===== src/sv/binomial_coefficient_macros.svh =====
// ----------------------------------------------------------------------------
// Binomial coefficient assertion macros
// Wrappers for concurrent assertions. They compile to nothing when ASSERT_OFF
// is set.
// ----------------------------------------------------------------------------
`ifndef BINOMIAL_COEFFICIENT_MACROS_SVH
`define BINOMIAL_COEFFICIENT_MACROS_SVH

`ifndef ASSERT_OFF
// The condition a implies c in the same cycle.
`define BC_ASSERT_IMP(label, clk, rst_n, a, c, msg) \
	label: assert property (@(posedge clk) disable iff (!rst_n) (a) |-> (c)) \
		else $error(msg);
// The condition a implies c in the next cycle.
`define BC_ASSERT_NXT(label, clk, rst_n, a, c, msg) \
	label: assert property (@(posedge clk) disable iff (!rst_n) (a) |=> (c)) \
		else $error(msg);
`else
`define BC_ASSERT_IMP(label, clk, rst_n, a, c, msg)
`define BC_ASSERT_NXT(label, clk, rst_n, a, c, msg)
`endif

`endif


===== src/sv/bc_pkg.sv =====
// ----------------------------------------------------------------------------
// Binomial coefficient package
// Widths and limits shared by the interfaces and the modules.
// ----------------------------------------------------------------------------
`timescale 1ns / 1ps

package bc_pkg;

	// Width of the n and k fields.
	localparam int N_W = 5;
	// Width of the result field.
	localparam int COEF_W = 18;
	// Width of the factorial datapath; 20! fits below 2**63.
	localparam int FACT_W = 64;
	// Largest index the datapath can hold without overflow.
	localparam int HARD_LIMIT = 20;
	// Default for the top level MAX_N parameter.
	localparam int DEFAULT_MAX_N = 20;

endpackage


===== src/sv/bc_if.sv =====
// ----------------------------------------------------------------------------
// Binomial coefficient channel interfaces
// Valid/ready channels for the operand and the result transactions.
// ----------------------------------------------------------------------------
`timescale 1ns / 1ps

interface bc_in_if import bc_pkg::*; ();
	logic            valid;
	logic            ready;
	logic [N_W-1:0]  n;
	logic [N_W-1:0]  k;

	modport source (output valid, output n, output k, input ready);
	modport sink (input valid, input n, input k, output ready);
endinterface

interface bc_out_if import bc_pkg::*; ();
	logic              valid;
	logic              ready;
	logic [COEF_W-1:0] coefficient;

	modport source (output valid, output coefficient, input ready);
	modport sink (input valid, input coefficient, output ready);
endinterface


===== src/sv/bc_mul.sv =====
// ----------------------------------------------------------------------------
// Binomial coefficient multiplier
// Multiplies a factorial accumulator by one small factor.
// ----------------------------------------------------------------------------
`timescale 1ns / 1ps

module bc_mul import bc_pkg::*; (
	input  logic [FACT_W-1:0] acc,
	input  logic [N_W-1:0]    factor,
	output logic [FACT_W-1:0] prod
);

	logic [FACT_W+N_W-1:0] prod_full;

	// The full product never exceeds the datapath width for legal indexes.
	assign prod_full = {{N_W{1'b0}}, acc} * {{FACT_W{1'b0}}, factor};
	assign prod = prod_full[FACT_W-1:0];

endmodule


===== src/sv/bc_divider.sv =====
// ----------------------------------------------------------------------------
// Binomial coefficient divider
// Restoring divider that retires one quotient bit per cycle.
// ----------------------------------------------------------------------------
`timescale 1ns / 1ps

module bc_divider import bc_pkg::*; (
	input  logic              clk,
	input  logic              arst_n,
	input  logic              start,
	input  logic [FACT_W-1:0] dividend,
	input  logic [FACT_W-1:0] divisor,
	output logic              busy,
	output logic              done,
	output logic [COEF_W-1:0] quotient
);

	localparam int CNT_W = $clog2(FACT_W + 1);

	logic [FACT_W-1:0] rem_q;
	logic [FACT_W-1:0] dvd_q;
	logic [FACT_W-1:0] dvs_q;
	logic [COEF_W-1:0] quo_q;
	logic [CNT_W-1:0]  cnt_q;
	logic              busy_q;
	logic              done_q;
	logic [FACT_W:0]   trial;
	logic [FACT_W:0]   diff;
	logic              fits;

	assign trial = {rem_q, dvd_q[FACT_W-1]};
	assign diff  = trial - {1'b0, dvs_q};
	assign fits  = (trial >= {1'b0, dvs_q});

	always_ff @(posedge clk or negedge arst_n) begin
		if (!arst_n) begin
			busy_q <= 1'b0;
			done_q <= 1'b0;
			cnt_q  <= '0;
		end else begin
			if (start) begin
				busy_q <= 1'b1;
				done_q <= 1'b0;
				cnt_q  <= CNT_W'(FACT_W);
			end else if (busy_q) begin
				cnt_q  <= cnt_q - 1'b1;
				busy_q <= (cnt_q != CNT_W'(1));
				done_q <= (cnt_q == CNT_W'(1));
			end else begin
				done_q <= 1'b0;
			end
		end
	end

	// Only the low quotient bits are kept; the true quotient fits in them.
	always_ff @(posedge clk) begin
		if (start) begin
			rem_q <= '0;
			dvd_q <= dividend;
			dvs_q <= divisor;
			quo_q <= '0;
		end else if (busy_q) begin
			dvd_q <= {dvd_q[FACT_W-2:0], 1'b0};
			if (fits) begin
				rem_q <= diff[FACT_W-1:0];
			end else begin
				rem_q <= trial[FACT_W-1:0];
			end
			quo_q <= {quo_q[COEF_W-2:0], fits};
		end
	end

	assign busy     = busy_q;
	assign done     = done_q;
	assign quotient = quo_q;

endmodule


===== src/sv/binomial_coefficient.sv =====
// An operand pair runs through the three factorials and the division, then waits
// in ST_WAIT for the output register; a pair with k above n goes from ST_IDLE
// straight to ST_WAIT and returns 0. A new pair is taken only after the result of
// the last one is loaded, with ready back in the cycle after the load; the bit-serial
// divider and the shared 64x5 multiplier, used once per factor, set the pace.
// Reset: arst_n clears the sequencer and the output valid; no clearing pass is needed.
// ----------------------------------------------------------------------------
// Binomial coefficient
// Computes n choose k as n! / (k! * (n-k)!) with one shared multiplier and an
// iterative divider under a small sequencer.
// ----------------------------------------------------------------------------
`timescale 1ns / 1ps

`include "binomial_coefficient_macros.svh"

module binomial_coefficient import bc_pkg::*; #(
	parameter int MAX_N = DEFAULT_MAX_N
) (
	input  logic        clk,
	input  logic        arst_n,
	bc_in_if.sink       operands,
	bc_out_if.source    result
);

	// Indexes are clamped to the smaller of MAX_N and the datapath limit.
	localparam int LIM = (MAX_N > HARD_LIMIT) ? HARD_LIMIT : MAX_N;
	localparam logic [N_W-1:0] LIM_V = N_W'(LIM);

	// The sequencer runs the three factorials, then the division; k above n skips them.
	// Every factorial is built one factor per cycle on the same multiplier.
	typedef enum logic [5:0] {
		ST_IDLE  = 6'b000001,
		ST_NUM   = 6'b000010,
		ST_DEN_K = 6'b000100,
		ST_DEN_R = 6'b001000,
		ST_DIV   = 6'b010000,
		ST_WAIT  = 6'b100000
	} bc_state_t;

	bc_state_t         state_q;
	logic [N_W-1:0]    cnt_q;
	logic [N_W-1:0]    k_q;
	logic [N_W-1:0]    r_q;
	logic [FACT_W-1:0] num_q;
	logic [FACT_W-1:0] den_q;
	logic [COEF_W-1:0] quot_q;
	logic              out_valid_q;
	logic [COEF_W-1:0] coef_q;

	logic [N_W-1:0]    n_sat;
	logic [N_W-1:0]    k_sat;
	logic              in_acc;
	logic              out_free;
	logic [FACT_W-1:0] mul_acc;
	logic [FACT_W-1:0] mul_prod;
	logic              div_start;
	logic              div_busy;
	logic              div_done;
	logic [COEF_W-1:0] div_quot;

	// Out-of-range indexes saturate before use, and k is compared after that.
	assign n_sat = (operands.n > LIM_V) ? LIM_V : operands.n;
	assign k_sat = (operands.k > LIM_V) ? LIM_V : operands.k;

	assign operands.ready = (state_q == ST_IDLE);
	assign in_acc         = operands.valid && operands.ready;

	// The output register frees the core as soon as a result is parked there.
	assign out_free = !out_valid_q || result.ready;

	// The multiplier works on the numerator first and on the denominator after.
	assign mul_acc = (state_q == ST_NUM) ? num_q : den_q;

	bc_mul u_mul (
		.acc    (mul_acc),
		.factor (cnt_q),
		.prod   (mul_prod)
	);

	assign div_start = (state_q == ST_DEN_R) && (cnt_q == '0);

	bc_divider u_div (
		.clk      (clk),
		.arst_n   (arst_n),
		.start    (div_start),
		.dividend (num_q),
		.divisor  (den_q),
		.busy     (div_busy),
		.done     (div_done),
		.quotient (div_quot)
	);

	// Sequencer control state.
	always_ff @(posedge clk or negedge arst_n) begin
		if (!arst_n) begin
			state_q <= ST_IDLE;
		end else begin
			case (state_q)
				ST_IDLE: begin
					if (in_acc) begin
						state_q <= (k_sat > n_sat) ? ST_WAIT : ST_NUM;
					end
				end
				ST_NUM: begin
					if (cnt_q == '0) begin
						state_q <= ST_DEN_K;
					end
				end
				ST_DEN_K: begin
					if (cnt_q == '0) begin
						state_q <= ST_DEN_R;
					end
				end
				ST_DEN_R: begin
					if (cnt_q == '0) begin
						state_q <= ST_DIV;
					end
				end
				ST_DIV: begin
					if (div_done) begin
						state_q <= ST_WAIT;
					end
				end
				ST_WAIT: begin
					if (out_free) begin
						state_q <= ST_IDLE;
					end
				end
				default: begin
					state_q <= ST_IDLE;
				end
			endcase
		end
	end

	// Datapath registers. Each factorial counts its factor down to zero and
	// multiplies by it on the way; a zero count hands over to the next one or the divider.
	always_ff @(posedge clk) begin
		case (state_q)
			ST_IDLE: begin
				if (in_acc) begin
					cnt_q  <= n_sat;
					k_q    <= k_sat;
					r_q    <= n_sat - k_sat;
					num_q  <= FACT_W'(1);
					den_q  <= FACT_W'(1);
					quot_q <= '0;
				end
			end
			ST_NUM: begin
				if (cnt_q == '0) begin
					cnt_q <= k_q;
				end else begin
					num_q <= mul_prod;
					cnt_q <= cnt_q - 1'b1;
				end
			end
			ST_DEN_K: begin
				if (cnt_q == '0) begin
					cnt_q <= r_q;
				end else begin
					den_q <= mul_prod;
					cnt_q <= cnt_q - 1'b1;
				end
			end
			ST_DEN_R: begin
				if (cnt_q != '0) begin
					den_q <= mul_prod;
					cnt_q <= cnt_q - 1'b1;
				end
			end
			ST_DIV: begin
				if (div_done) begin
					quot_q <= div_quot;
				end
			end
			default: begin
			end
		endcase
	end

	// Output register: cleared when taken, reloaded when a result is ready.
	always_ff @(posedge clk or negedge arst_n) begin
		if (!arst_n) begin
			out_valid_q <= 1'b0;
		end else begin
			if ((state_q == ST_WAIT) && out_free) begin
				out_valid_q <= 1'b1;
			end else if (result.ready) begin
				out_valid_q <= 1'b0;
			end
		end
	end

	always_ff @(posedge clk) begin
		if ((state_q == ST_WAIT) && out_free) begin
			coef_q <= quot_q;
		end
	end

	assign result.valid       = out_valid_q;
	assign result.coefficient = coef_q;

	// A pair with k above n skips the datapath and yields a zero result.
	`BC_ASSERT_NXT(a_k_above_n_zero, clk, arst_n, in_acc && (k_sat > n_sat),
		(state_q == ST_WAIT) && (quot_q == '0), "k above n did not yield zero")
	// The divider is never restarted while it still works on a quotient.
	`BC_ASSERT_IMP(a_div_start_idle, clk, arst_n, div_start, !div_busy,
		"divider started while busy")
	// The denominator never collapses to zero while the datapath is active.
	`BC_ASSERT_IMP(a_den_nonzero, clk, arst_n,
		(state_q == ST_DEN_K) || (state_q == ST_DEN_R) || (state_q == ST_DIV),
		den_q != '0, "denominator reached zero")

endmodule


===== src/flat_wrapper.sv =====
// flat-port wrapper written by rule: the top's interface ports become plain ports
module binomial_coefficient_flat import bc_pkg::*;
#(
	parameter int MAX_N = DEFAULT_MAX_N
)
  (clk, arst_n, operands_valid, operands_n, operands_k, operands_ready, result_valid, result_coefficient, result_ready);
  bc_in_if operands_i ();
  bc_out_if result_i ();
  input  logic clk;
  input  logic arst_n;
  input wire logic [$bits(operands_i.valid)-1:0] operands_valid;
  input wire logic [$bits(operands_i.n)-1:0] operands_n;
  input wire logic [$bits(operands_i.k)-1:0] operands_k;
  output wire logic [$bits(operands_i.ready)-1:0] operands_ready;
  output wire logic [$bits(result_i.valid)-1:0] result_valid;
  output wire logic [$bits(result_i.coefficient)-1:0] result_coefficient;
  input wire logic [$bits(result_i.ready)-1:0] result_ready;
  assign operands_i.valid = operands_valid;
  assign operands_i.n = operands_n;
  assign operands_i.k = operands_k;
  assign operands_ready = operands_i.ready;
  assign result_valid = result_i.valid;
  assign result_coefficient = result_i.coefficient;
  assign result_i.ready = result_ready;
  binomial_coefficient #(.MAX_N(MAX_N)) u_core (.clk(clk), .arst_n(arst_n), .operands(operands_i), .result(result_i));
endmodule

===== config.mk =====
export PLATFORM = sky130hd
export DESIGN_NAME = binomial_coefficient_flat
export DESIGN_NICKNAME = d
export VERILOG_FILES = /design/src/sv/bc_pkg.sv /design/src/sv/bc_if.sv /design/src/sv/bc_mul.sv /design/src/sv/bc_divider.sv /design/src/sv/binomial_coefficient.sv /design/src/flat_wrapper.sv
export VERILOG_INCLUDE_DIRS = /design/src /design/src/sv
export SDC_FILE = /design/constraint.sdc
export NUM_CORES = 1
export LEC_CHECK = 0
export ABC_AREA = 1
export BUFFER_PORTS_ARGS = -buffer_cell sky130_fd_sc_hd__buf_2
export CORE_MARGIN = 3
export CORE_UTILIZATION = 50
export DETAILED_ROUTE_END_ITERATION = 10
export PLACE_DENSITY = 0.71
export REMOVE_ABC_BUFFERS = 1
export SETUP_SLACK_MARGIN = 0.1
export SYNTH_ARGS = -nofsm -noshare
export SYNTH_HDL_FRONTEND = slang
export SYNTH_SLANG_ARGS = --single-unit

===== constraint.sdc =====
create_clock -name clk -period 16.9 [get_ports clk]
set_clock_uncertainty 0.1 [all_clocks]
set_input_delay 2.535 -clock clk [delete_from_list [all_inputs] [get_ports clk]]
set_output_delay 2.535 -clock clk [all_outputs]
set_load 0.1 [all_outputs]

Word-level counts from Yosys, hierarchy flattened:

Index checks and enable logic that the tools add are counted.

* bits in registers: 405
* input port bits: 14
* output and inout bits: 20
* logic and storage cells: 96

* $add $sub $neg: 4
* multipliers: 1
* $lt $le $gt $ge: 4
* equality and inequality tests: 17
* mux-type cells: 35
* reduce and logical (&&, ||, !) cells: 19

Operators by type and width (count)
* $mux 64: 7
* $pmux 64 s3: 1
* $pmux 64 s2: 1
* $ge 65x64->1: 1
* $mul 64x5->64: 1
* $sub 64x64->64: 1
* $mux 6: 7
* $mux 18: 2
* $pmux 18 s2: 1
* $pmux 6 s6: 1
* $mux 5: 6
* $pmux 5 s4: 1
* $mux 7: 2
* $ne 2x2->1 const B: 7
* $gt 5x5->1 const B: 2
* $reduce_and 3->1: 3
* $reduce_bool 2->1: 4
* $eq 7x1->1 const B: 1
* $ne 7x1->1 const B: 1
* $sub 7x1->7 const B: 1
* $eq 6x1->1 const B: 1
* $eq 6x2->1 const B: 1
* $eq 6x3->1 const B: 1
* $eq 6x4->1 const B: 1
* other kinds (17): 25

Longest topological paths before layout:

* depth in word-level cells: 6
* gate-level depth with buffers: 30
* depth with buffers taken out: 29

Cells and area by module:

Synthesis repeated with hierarchy kept, for this count alone.

* cells, all modules: 5237
* area total of the unflattened synthesis: 35372.7 um^2

By module, submodules not included
* bc_divider: times used 1, cells an instance 2194, area each 14631.5 um^2, sequential area each 5710.5 um^2
* bc_mul: times used 1, cells an instance 2214, area each 12428.2 um^2, sequential area each 0.0 um^2
* binomial_coefficient: times used 1, cells an instance 829, area each 8313.0 um^2, sequential area each 5551.6 um^2

Worst setup path before layout:

Ideal clock, no wire load.

* path type: register to register
* start: register u_core.state_q[0]
* end: register u_core.den_q[0] (enable)
* setup time: 0.826 ns
* arrival time: 14.007 ns
* data required time: 15.974 ns
* slack: 1.966 ns
* stages on the path, launching flop included: 5
* path buffers: 0
* clock period less this slack: 14.934 ns
* cells stage by stage: dfstp_2 > inv_1 > nor4_1 > inv_1 > a2111oi_0

* longest elaborated chain between the ends: 4
* elaborated cells between the ends (all ways): 9
* those cells by class: 6 x eq/ne; 3 x reduce/logical

Ends and longest elaborated chain
* start, declared: line binomial_coefficient.sv:40 `bc_state_t state_q;`
* start signal, assigned: line binomial_coefficient.sv:101 `state_q <= (k_sat > n_sat) ? ST_WAIT : ST_NUM;`
* $eq 6x1->1 *: line binomial_coefficient.sv:65 `assign operands.ready = (state_q == ST_IDLE);`
* net operands_ready: line flat_wrapper.sv:14 `output wire logic [$bits(operands_i.ready)-1:0] operands_ready;`
* $logic_and 1x1->1: line binomial_coefficient.sv:66 `assign in_acc = operands.valid && operands.ready;`
* $ne 2x2->1 (no source line)
* $reduce_and 4->1 (no source line) *
* end signal, assigned: line binomial_coefficient.sv:162 `den_q <= mul_prod;`
* end signal, assigned: line binomial_coefficient.sv:168 `den_q <= mul_prod;`
* end, declared: line binomial_coefficient.sv:45 `logic [FACT_W-1:0] den_q;`

Mark *: on every way through the listed nets, which the timed path passes. The rest lies on a longest branch.
A chain may end at the register's enable or synchronous reset.

Worst setup path after layout:

* start: register u_core.state_q[0]
* end: register u_core.num_q[56] (data pin)

* longest elaborated chain between the ends: 5
* elaborated cells between the ends (all ways): 6
* those cells by class: 1 x mul; 2 x eq/ne; 3 x mux

Ends and longest elaborated chain
* $eq 6x2->1: line binomial_coefficient.sv:72, binomial_coefficient.sv:139
* $mux 64: line binomial_coefficient.sv:72 `assign mul_acc = (state_q == ST_NUM) ? num_q : den_q;`
* $mul 64x5->64: line bc_mul.sv:16 `assign prod_full = {{N_W{1'b0}}, acc} * {{FACT_W{1'b0}}, factor};`
* $mux 64: line binomial_coefficient.sv:151 `if (cnt_q == '0) begin`
* $pmux 64 s2 *: line binomial_coefficient.sv:139 `case (state_q)`
* end signal, assigned: line binomial_coefficient.sv:154 `num_q <= mul_prod;`
* end, declared: line binomial_coefficient.sv:44 `logic [FACT_W-1:0] num_q;`

Mark *: on every way between the ends. The rest lies on a longest branch, timed or not. The select of a mux whose other input is x is not followed.

==> results.cfg <==
[outcome]
status = finished clean

[run]
max_cap_violations = 0

[sta]
timing.fmax_ghz = 0.147
worstMarginPinSlew_ns = 1.17
rsz0062_at_grt = false
min_period_over_period_pct = 40.2
slew_headroom_pct = 22.2
setup_viol = 0
maxSlewViolCount = 0
finalSetupTns_ns = 0
fin_crit_ns = 6.80
hold_violations = 0

[floorplan]
start_util_pct = 50.7
die_x_um = 262
die_h_um = 262
core_um2 = 64600
ios = 34
rows = 93
design.die.area_um2 = 68500

[critical_path]
required_ns = 17.11
cp.arrival_ns = 7.01
r2r_slack_ns = 10.10
path_class = reg -> reg
r2r-start = u_core.state_q[0]
start_kind = register
r2r_cells = 24
crit_path_max_fanout = 61
cp-end-kind = register
reg2reg_to = u_core.num_q[56]

[layout]
drive_gt1_share_pct = 5.47
final_util_pct = 54.6
final_common_cell = nand2_1
multi_input_area_um2 = 18000
fillCellCount = 6212
layoutNonFillerInstCount = 5283
antennaDiodeCount = 0
fin_nets = 4723
most-common-layout-cells = 1,210 x nand2_1, 770 x inv_1, 663 x nor2_1, 307 x edfxtp_1, 189 x nand3_1
area_growth_pct = 7.84
register_area_um2 = 11300

[synth]
ys_seq_area_share_pct = 34.4
ys_seq_elements = 405
synthCells = 4394
synth.cell_area_um2 = 32700
synth_area_leaders = edfxtp_1 28%, nand2_1 14%, fa_1 11%
synthFlopType = edfxtp_1
synth.top_cell.area_share_pct = 28.2
ys_warn_count = 0
synth_cell_types = 53
synth_edf_count = 307
ys_async_sr_fraction_pct = 3.95
synth_top_cell_by_area = edfxtp_1
syn_area_per_cell_um2 = 7.45

[drt]
wl_mm = 97.5
drc_errors = 0
drtIter0Drc = 2394
viasPerCell = 5.37
ant_nets = 0
via_count = 28400
wl_per_cell_um = 18.5
dr.pass1.iters = 8

[clock_tree]
clk_pin_slew_ns = 0.06
clockBufferDepth = 3
worstSkewPairLatency_ns = 0.62
cts_resized = 0
post_cts_buffers = 0
h-tree-depth = 2
cts_inserted_buffers = 46
root_buffer = clkbuf_16
holdBufCountCts = 0
cts_tree = done
clock-sinks = 405

[worst_hold_path]
min_to = u_core.result.coefficient[7]
hold_path_class = reg -> reg
holdPathStages = 0
min-delay-start = u_core.quot_q[7]

[place]
portBuffers = 33
dp.cells = 5197
hpwl_mm = 76.1
routabilityCongestion = 1.02

[global_route]
grt_max_degree = 87
first_global_vias = 27700
antenna_found_initial = 6
track_usage_pct = 29.0
grt_pass1_wl_mm = 154
overflow = 0
-- cells in the mapped netlist (all sizes together), types with 5 or more instances --
cell,count
mux2i,49
edfxtp,307
xor2,30
a21o,5
nand3,201
fa,181
nand4,45
and3,5
dfxtp,82
inv,777
o21ai,135
buf,48
xnor2,52
or2,48
nand2,1222
a21oi,161
o21bai,21
a31oi,7
ha,138
nor3,35
nor2,688
nor4,7
o22ai,20
dfrtp,15
nand3b,24
clkbuf,59
o211ai,8
-- area by class of cell --
class | count | share of cell area, %
Clock buffer | 51 | 3.34
Tap cell | 855 | 3.03
Inverter | 781 | 8.32
Multi-Input combinational cell | 3101 | 51.1
Clock inverter | 35 | 1.38
Sequential cell | 405 | 31.9
Timing Repair Buffer | 55 | 0.936
-- critical path, stage by stage (launching register included) --
cell	delay, ns
dfstp_2	0.54
nor2_1	0.07
nand3_4	0.20
buf_4	0.70
mux2i_1	0.71
nor2_1	0.14
fa_1	0.56
fa_1	0.55
inv_1	0.06
fa_1	0.54
inv_1	0.05
ha_1	0.35
nand2_1	0.12
nor2_1	0.19
inv_1	0.08
nor2_1	0.14
inv_1	0.10
nor4_1	0.44
nand2_1	0.10
nand2_1	0.24
nand2_1	0.11
nand3_1	0.09
nand2_1	0.05
nand2_1	0.19
nor2_1	0.06
-- routing by layer --
| layer | wire, um | track usage (%) | vias to the layer above | part of all wire, % |
|---|---|---|---|---|
| li1 | - | - | 13700 | - |
| met1 | 43800 | 41.4 | 13400 | 45 |
| met2 | 42900 | 45.0 | 1032 | 44 |
| met3 | 6810 | 3.67 | 187 | 7.0 |
| met4 | 3950 | 11.5 | 0 | 4.1 |
| met5 | 0 | 0 | - | 0 |
-- cells by family (layout without fill, tap and decap cells) --
logic type      count (synthesis)  in the layout  synth area share, %
simple gates                 2280           2280                 28.8
flops                         405            405                 34.4
buf+inv                       888            922                 10.6
mux                            49             49                 1.50
xor+xnor                       82             82                 2.19
fa+ha+maj                     319            319                 16.4
compound gates                371            371                 6.18
-- sequential cells by signal, summed over array words and instances, names as in the netlist --
register / count
u_core.den_q: 64
u_core.num_q: 64
u_core.u_div.dvd_q: 64
u_core.u_div.dvs_q: 64
u_core.u_div.rem_q: 64
u_core.quot_q: 18
u_core.result.coefficient: 18
u_core.u_div.quotient: 18
u_core.u_div.cnt_q: 7
u_core.state_q: 6
u_core.cnt_q: 5
u_core.k_q: 5
u_core.r_q: 5
u_core.result.valid: 1
u_core.u_div.busy: 1
u_core.u_div.done: 1
-- metrics by stage --
stage / worst slack (ns) / instance area [um2] / hold slack (ns)
floorplan: 1.97 / 32200 / 0.300
global placement: 10.11 / 33600 / 0.303
detailed placement: 10.18 / 33600 / 0.305
CTS: 10.13 / 35300 / 0.318
global route: 9.71 / 35300 / 0.339
finish: 10.10 / 35300 / 0.318
-- worst max-delay path by stage --
stage	startpoint	slack, ns	to
finish	u_core.state_q[0]	10.10	u_core.num_q[56]
global route	u_core.state_q[0]	9.71	u_core.num_q[56]
CTS	u_core.state_q[0]	10.13	u_core.num_q[56]
detailed placement	u_core.state_q[0]	10.18	u_core.num_q[56]
global placement	u_core.state_q[0]	10.11	u_core.num_q[56]
floorplan	u_core.state_q[0]	1.97	u_core.den_q[0]
Power is left out: the tool's default activity adds up to more than one toggle a clock period on the data nets, which glitch-free logic cannot reach.
